## config.mk

```make
export PLATFORM = sky130hd
export DESIGN_NAME = cid_cell
export DESIGN_NICKNAME = d
export VERILOG_FILES = /design/src/design/cid_pkg.sv /design/src/design/cid_cell.sv
export SDC_FILE = /design/constraint.sdc
export NUM_CORES = 1
export LEC_CHECK = 0
export BUFFER_PORTS_ARGS = -buffer_cell sky130_fd_sc_hd__buf_4
export CORE_ASPECT_RATIO = 2
export CORE_MARGIN = 2
export CORE_UTILIZATION = 45
export CTS_CLUSTER_DIAMETER = 30
export DETAILED_ROUTE_END_ITERATION = 6
export PLACE_DENSITY = 0.83
export SLEW_MARGIN = 20
export SYNTH_ARGS = -nofsm -noshare
export SYNTH_HDL_FRONTEND = slang
export SYNTH_SLANG_ARGS = --single-unit
```

## constraint.sdc

```tcl
create_clock -name clk_i -period 4.35 [get_ports clk_i]
set_input_delay 0.2175 -clock clk_i [delete_from_list [all_inputs] [get_ports clk_i]]
set_output_delay 0.2175 -clock clk_i [all_outputs]
set_load 0.01 [all_outputs]
```

## src/design/cid_pkg.sv

```systemverilog
`default_nettype none

package cid_pkg;

  localparam int unsigned IdW  = 8;
  localparam int unsigned ChW  = 16;
  localparam int unsigned AnsW = 17;
  localparam int unsigned SzW  = 9;
  localparam int unsigned CmpW = 13;

  localparam logic OP_QUERY  = 1'b0;
  localparam logic OP_INSERT = 1'b1;

  localparam logic ST_OK  = 1'b0;
  localparam logic ST_BAD = 1'b1;

  localparam logic [ChW-1:0] CH_MAX = '1;

  typedef enum logic [1:0] {
    S_IDLE,
    S_SCAN,
    S_DONE
  } cid_state_e;

  // broadcast from the controller to every cell
  typedef struct packed {
    logic           upd;
    logic [IdW-1:0] idx;
    logic [ChW-1:0] id;
    logic [SzW-1:0] size;
    logic [IdW-1:0] target;
  } cid_bcast_t;

endpackage

`default_nettype wire

```

## src/design/cid_cell.sv

```systemverilog
`default_nettype none

module cid_cell
  import cid_pkg::*;
#(
  parameter int unsigned POS = 0
) (
  input  wire logic           clk_i,
  input  wire logic           rst_ni,
  input  wire cid_bcast_t     bc_i,
  input  wire logic [ChW-1:0] car_i,
  output      logic [ChW-1:0] car_o
);

  localparam logic [CmpW-1:0] PosC = CmpW'(POS);

  logic [ChW-1:0] entry_q, entry_d;
  logic [ChW-1:0] car_q, car_d;
  logic           at_idx, above_idx, in_size, left_of_target;

  always_comb begin
    at_idx         = PosC == CmpW'(bc_i.idx);
    above_idx      = PosC >  CmpW'(bc_i.idx);
    in_size        = PosC <  CmpW'(bc_i.size);
    left_of_target = PosC <  CmpW'(bc_i.target);

    entry_d = entry_q;
    if (bc_i.upd) begin
      if (at_idx) begin
        entry_d = bc_i.id;
      end else if (above_idx && in_size && entry_q != '0 && entry_q != CH_MAX) begin
        entry_d = entry_q + ChW'(1);
      end
    end

    // nearest non-zero entry to the left of the target
    car_d = (left_of_target && entry_q != '0) ? entry_q : car_i;
  end

  always_ff @(posedge clk_i or negedge rst_ni) begin
    if (!rst_ni) begin
      entry_q <= '0;
    end else begin
      entry_q <= entry_d;
    end
  end

  always_ff @(posedge clk_i) begin
    car_q <= car_d;
  end

  assign car_o = car_q;

endmodule

`default_nettype wire

```

; ---- After elaboration in Yosys (flattened, before gate mapping)
; Cells that the tools add are included.
[totals]
latchBits = 0
mem_bits_ro = 0
memories = 0
ff_bits = 32
wordCells = 8
out_inout_bits = 16
mem_bits_rw = 0
in_bits = 60
[classes]
n_reduce_logical = 4
bitwise = 0
add_sub_neg = 0
n_div = 0
n_shift = 0
multipliers = 0
n_lt_le_gt_ge = 1
eq_ne = 0
n_mux = 1
[op_table]
columns = cell, n
row1 = $mux 16, 1
row2 = $reduce_bool 16->1, 1
row3 = $logic_not 8->1, 1
row4 = $lt 1x8->1 const A, 1
row5 = $reduce_and 2->1, 1
row6 = $logic_and 1x1->1, 1

; ---- Depth between registers and ports, before layout
[logic_depth]
ltp_word = 3
mapped_depth = 5
ltp_nobuf = 4

; ---- Least setup slack after synthesis
; No wires, ideal clock.
[synth_timing]
path_type = reg2reg
start = register entry_q[11]
end = register car_q[10] (netlist: car_o[10])
synth_period_minus_slack_ps = 1522
arrival_time_ps = 1401
path_buffers = 1
path_stages_with_launch = 6
required_ps = 4229
path_slack_ps = 2828
setup_ps = 121
cell_sequence = dfrtp_1 -> nor4_1 -> nand4_1 -> nand2_2 -> buf_4 -> mux2_2
[synth_between]
elab_chain_len = 3
[synth_rtl]
columns = item, line
row1 = "start, declared", cid_cell.sv:17  ; logic [ChW-1:0] entry_q, entry_d;
row2 = "start signal, assigned", cid_cell.sv:44  ; entry_q <= entry_d;
row3 = $reduce_bool 16->1, cid_cell.sv:37  ; car_d = (left_of_target && entry_q != '0) ? entry_q : car_i;
row4 = $logic_and 1x1->1, cid_cell.sv:37
row5 = $mux 16, cid_cell.sv:37
row6 = net car_d[10], cid_cell.sv:18  ; logic [ChW-1:0] car_q, car_d;
row7 = "end signal, assigned", cid_cell.sv:49  ; car_q <= car_d;
row8 = "end, declared", cid_cell.sv:18
; The timed path passes the listed nets, and every way through them passes these cells.
; A chain may end at the register's enable or synchronous reset.

; ---- Worst setup path after layout
[layout_timing]
start = register entry_q[11]
end = register car_q[4] (netlist: car_o[4])
; The elaborated chain is that of the path after synthesis.

==> impl_summary.txt <==
----------------------------------------------------
[Status]
  Status ... completed

[STA]
  Maximum clock frequency ... 0.563 GHz
  Unrepaired setup endpoints after global routing ... false
  Number of slew-limit violations in the final report ... 0
  Hold violation count in the final report ... 0
  Post-route fraction of the period consumed by the critical path ... 40.8%
  Relative max-transition margin ... 73.5%
  Post-layout minimum cycle time ... 1780 ps
  Final setup violating endpoints ... 0
  Slew at the pin closest to its max-slew limit ... 396 ps
  Summed negative setup slack over all endpoints ... 0 ps
  Worst Clk Skew ... 8.11 ps

[GRT]
  Global routing usage on met2 ... 35.0%
  GRT Overall Usage ... 20.2%
  Global-route met1 utilization ... 21.2%
  Met3 Use GR ... 6.50%
  Wire length of the first global-routing pass ... 4400 µm
  Most Crowded Layer GR ... met2
  Total congestion overflow after global routing ... 0
  Number of global-route vias before repair ... 964
  Antenna violations before repair ... 0
  Maximum number of pins on one net before global-route repair ... 17

[Placement]
  Quantity of I/O buffers inserted on ports ... 66
  Gp weighted congestion ... 0.704
  Detail Placement HPWL ... 2180 µm
  Placed Instance Area ... 1740 µm²
  Placed Cells ... 170

[Power and ir drop]
  IR Drop Worst-Case VDD ... 289 µV
  Leakage power total ... 1.00 nW
  PD cells ... 459 nW/µm²

[Detailed routing]
  Routed via count divided by cell count ... 5.01
  Remaining number of nets flagged by the antenna check after routing ... 0
  DRC violations left ... 0
  Drt wl/cell ... 15.6 µm
  Final routed wirelength across all metal layers ... 2780 µm
  Initial drt markers ... 17
  Number of detailed-routing iterations run before antenna repair ... 4
  Vias after detailed routing ... 897

[Worst hold path]
  Hold Path Cell Cnt ... 2
  Hold Path Origin ... car_i[8]
  HP Class ... input port to register
  Terminating pin of the worst hold path ... car_o[8]$_DFF_P_

[Final layout]
  Number of nets in the final layout ... 210
  Area added between synthesis and finish ... 52.6%
  Number of standard cells in the layout, taps in and fillers out ... 179
  Layout Cell Area excl Fill ... 1880 µm²
  Antenna Diode Count ... 0
  Fraction of layout instances using a drive strength above 1 ... 72.2%

[Worst setup path]
  Cells along the critical path ... nor4_1 -> nand4_1 -> nand2_2 -> mux2_2
  Worst path bufs/invs ... 0
  Capture point of the worst reg-to-reg path ... car_o[4]$_DFF_P_
  Crit start category ... register
  Reg-to-Reg Start ... entry_q[11]$_DFFE_PN0P_
  CP Class ... register to register
  R2r worst-path depth ... 4
  Crit-path leading delay family ... simple AND/OR/NAND/NOR gates
  Register-to-register path setup slack ... 2570 ps
  Data arrival time at the worst-slack endpoint ... 1940 ps
  Endpoint class of the critical path ... register
  Required @ worst endpoint ... 4510 ps
  Slowest stage delay, CP ... 410 ps
  Maximum fanout along the worst path ... 16
  Slowest library cell on the worst path ... sky130_fd_sc_hd__dfrtp_1

[Synthesis]
  Ranking of synthesized cells by instance count ... sky130_fd_sc_hd__mux2_2, sky130_fd_sc_hd__dfrtp_1, sky130_fd_sc_hd__dfxtp_1
  Post-synthesis share of cell area spent on xor and xnor gates ... 0%
  Nets in the synthesized netlist ... 138
  Library cells used by synthesis ... 13
  Area fraction in and, or, nand and nor cells after synthesis ... 7.72%
  Synthesized area per cell ... 15.8 µm²
  Dominant combinational cell family by area after synthesis ... multiplexers
  Leading area contributor after synthesis ... sky130_fd_sc_hd__dfrtp_1
  Count of flip-flops with a built-in enable after synthesis ... 0
  Combined area of all synthesized cells ... 1230 µm²
  Sequential element share of the synthesized area ... 58.5%
  Leading post-synthesis cells by cell area ... sky130_fd_sc_hd__dfrtp_1, sky130_fd_sc_hd__dfxtp_1, sky130_fd_sc_hd__mux2_2
  Warnings from Yosys ... 0
  Adder and majority gate portion of the synthesized area ... 0%
  Async set-reset flop share out of synthesis ... 50.0%
  Commonest register cell after synthesis ... sky130_fd_sc_hd__dfxtp_1
  Mux share of post-synthesis cell area ... 32.3%
  Number of storage elements in the synthesis netlist ... 32
  Synthesized instance count ... 78
  Complex-gate fraction of the synthesized area ... 0%
  Dominant cell by count in the synthesized netlist ... sky130_fd_sc_hd__mux2_2
  Fraction of post-synthesis cell area in the top cell type by area ... 32.5%

[Clocking]
  Max clock buf depth ... 2
  H-tree level count ... 2
  CTS root buf ... sky130_fd_sc_hd__clkbuf_8
  CTS tree ... built
  Post-CTS setup buffer count ... 0
  Number of clock sinks ... 32
  Resize count post-CTS ... 0
  CTS buffer count ... 5
  Worst-skew pair later-pin latency ... 280 ps
  Worst-path clk slew ... 70 ps

[Flow run]
  Max capacitance violation total ... 0

[Die]
  Die Y-Extent ... 78.0 µm
  Top-level I/O count ... 76
  Total number of placement rows ... 26
  Initial core utilization ... 48.0%
  Floorplan Core Area ... 2570 µm²
  DIE AREA ... 3200 µm²
  Die span in x ... 41.0 µm

----------------------------------------------------
-- power by group --
part | internal (W) | total [W] | switching (W)
sequential | 0.000339 | 0.000355 | 0.0000156
combinational | 0.000125 | 0.000201 | 0.0000756
clock | 0.000202 | 0.000309 | 0.000107
total | 0.000666 | 0.000864 | 0.000198
-- routing by layer --
| layer | vias up | wire length [µm] |
|---|---|---|
| li1 | 430 | - |
| met1 | 414 | 902 |
| met2 | 49 | 1620 |
| met3 | 4 | 213 |
| met4 | 0 | 44 |
| met5 | - | 0 |
-- state kept, by name (all words and copies together), names as in the netlist --
register	count
entry_q	16
car_o	16
-- per-stage QoR --
| step | power, W | hold slack, ps | setup slack [ps] | utilization [%] |
|---|---|---|---|---|
| floorplan | 0.000460 | -78.1 | 2830 | - |
| global placement | 0.000556 | 81.3 | 2610 | 67.9 |
| detailed placement | 0.000563 | 84.7 | 2560 | 67.9 |
| CTS | 0.000873 | 157 | 2550 | 73.2 |
| global route | 0.000906 | 155 | 2490 | 73.2 |
| finish | 0.000864 | 162 | 2570 | 73.2 |
-- worst register-to-register path: stages (launching register included) --
cell and delay (ps):
sky130_fd_sc_hd__dfrtp_1 410, sky130_fd_sc_hd__nor4_1 370, sky130_fd_sc_hd__nand4_1 160, sky130_fd_sc_hd__nand2_2 340, sky130_fd_sc_hd__mux2_2 390
-- layout make-up --
class	instances	area, µm²
Multi-Input combinational cell	44	493
Timing Repair Buffer	67	505
Clock buffer	7	96.3
Clock inverter	1	30.0
Fill cell	182	689
Sequential cell	32	721
Tap cell	28	35.0
-- kinds of logic after synthesis --
group         Yosys count
mux                    32
flops                  32
simple gates           12
buf+inv                 2
-- how the worst max path moves through the flow --
| stage | end | start | depth (start not counted) |
|---|---|---|---|
| final | car_o[4]$_DFF_P_ | entry_q[11]$_DFFE_PN0P_ | 4 |
| after global routing | car_o[4]$_DFF_P_ | entry_q[11]$_DFFE_PN0P_ | 4 |
| after CTS | car_o[13]$_DFF_P_ | entry_q[11]$_DFFE_PN0P_ | 4 |
| after detailed placement | car_o[13]$_DFF_P_ | entry_q[11]$_DFFE_PN0P_ | 4 |
| after global placement | car_o[2]$_DFF_P_ | entry_q[0]$_DFFE_PN0P_ | 4 |
| after floorplan | car_o[10]$_DFF_P_ | entry_q[11]$_DFFE_PN0P_ | 5 |
-- cell usage in the layout (no fill, tap or decap) --
cell                             n
sky130_fd_sc_hd__buf_4          66
sky130_fd_sc_hd__bufinv_16       1
sky130_fd_sc_hd__clkbuf_8        7
sky130_fd_sc_hd__dfrtp_1        16
sky130_fd_sc_hd__dfxtp_1        16
sky130_fd_sc_hd__dlygate4sd3_1   1
sky130_fd_sc_hd__mux2_2         22
sky130_fd_sc_hd__mux2_4         10
sky130_fd_sc_hd__nand2_1         1
sky130_fd_sc_hd__nand2_2         1
sky130_fd_sc_hd__nand4_1         1
sky130_fd_sc_hd__nand4b_4        1
sky130_fd_sc_hd__nor3_1          1
sky130_fd_sc_hd__nor4_1          6
sky130_fd_sc_hd__nor4_2          1
-- repair_timing --
action / 4_1_cts / 5_1_grt
hold buffers: 1 / 0
endpoints found under the setup margin: 0 / 0
hold endpoints to repair: 16 / 0
No activity file was read; power rests on OpenSTA's default activity.
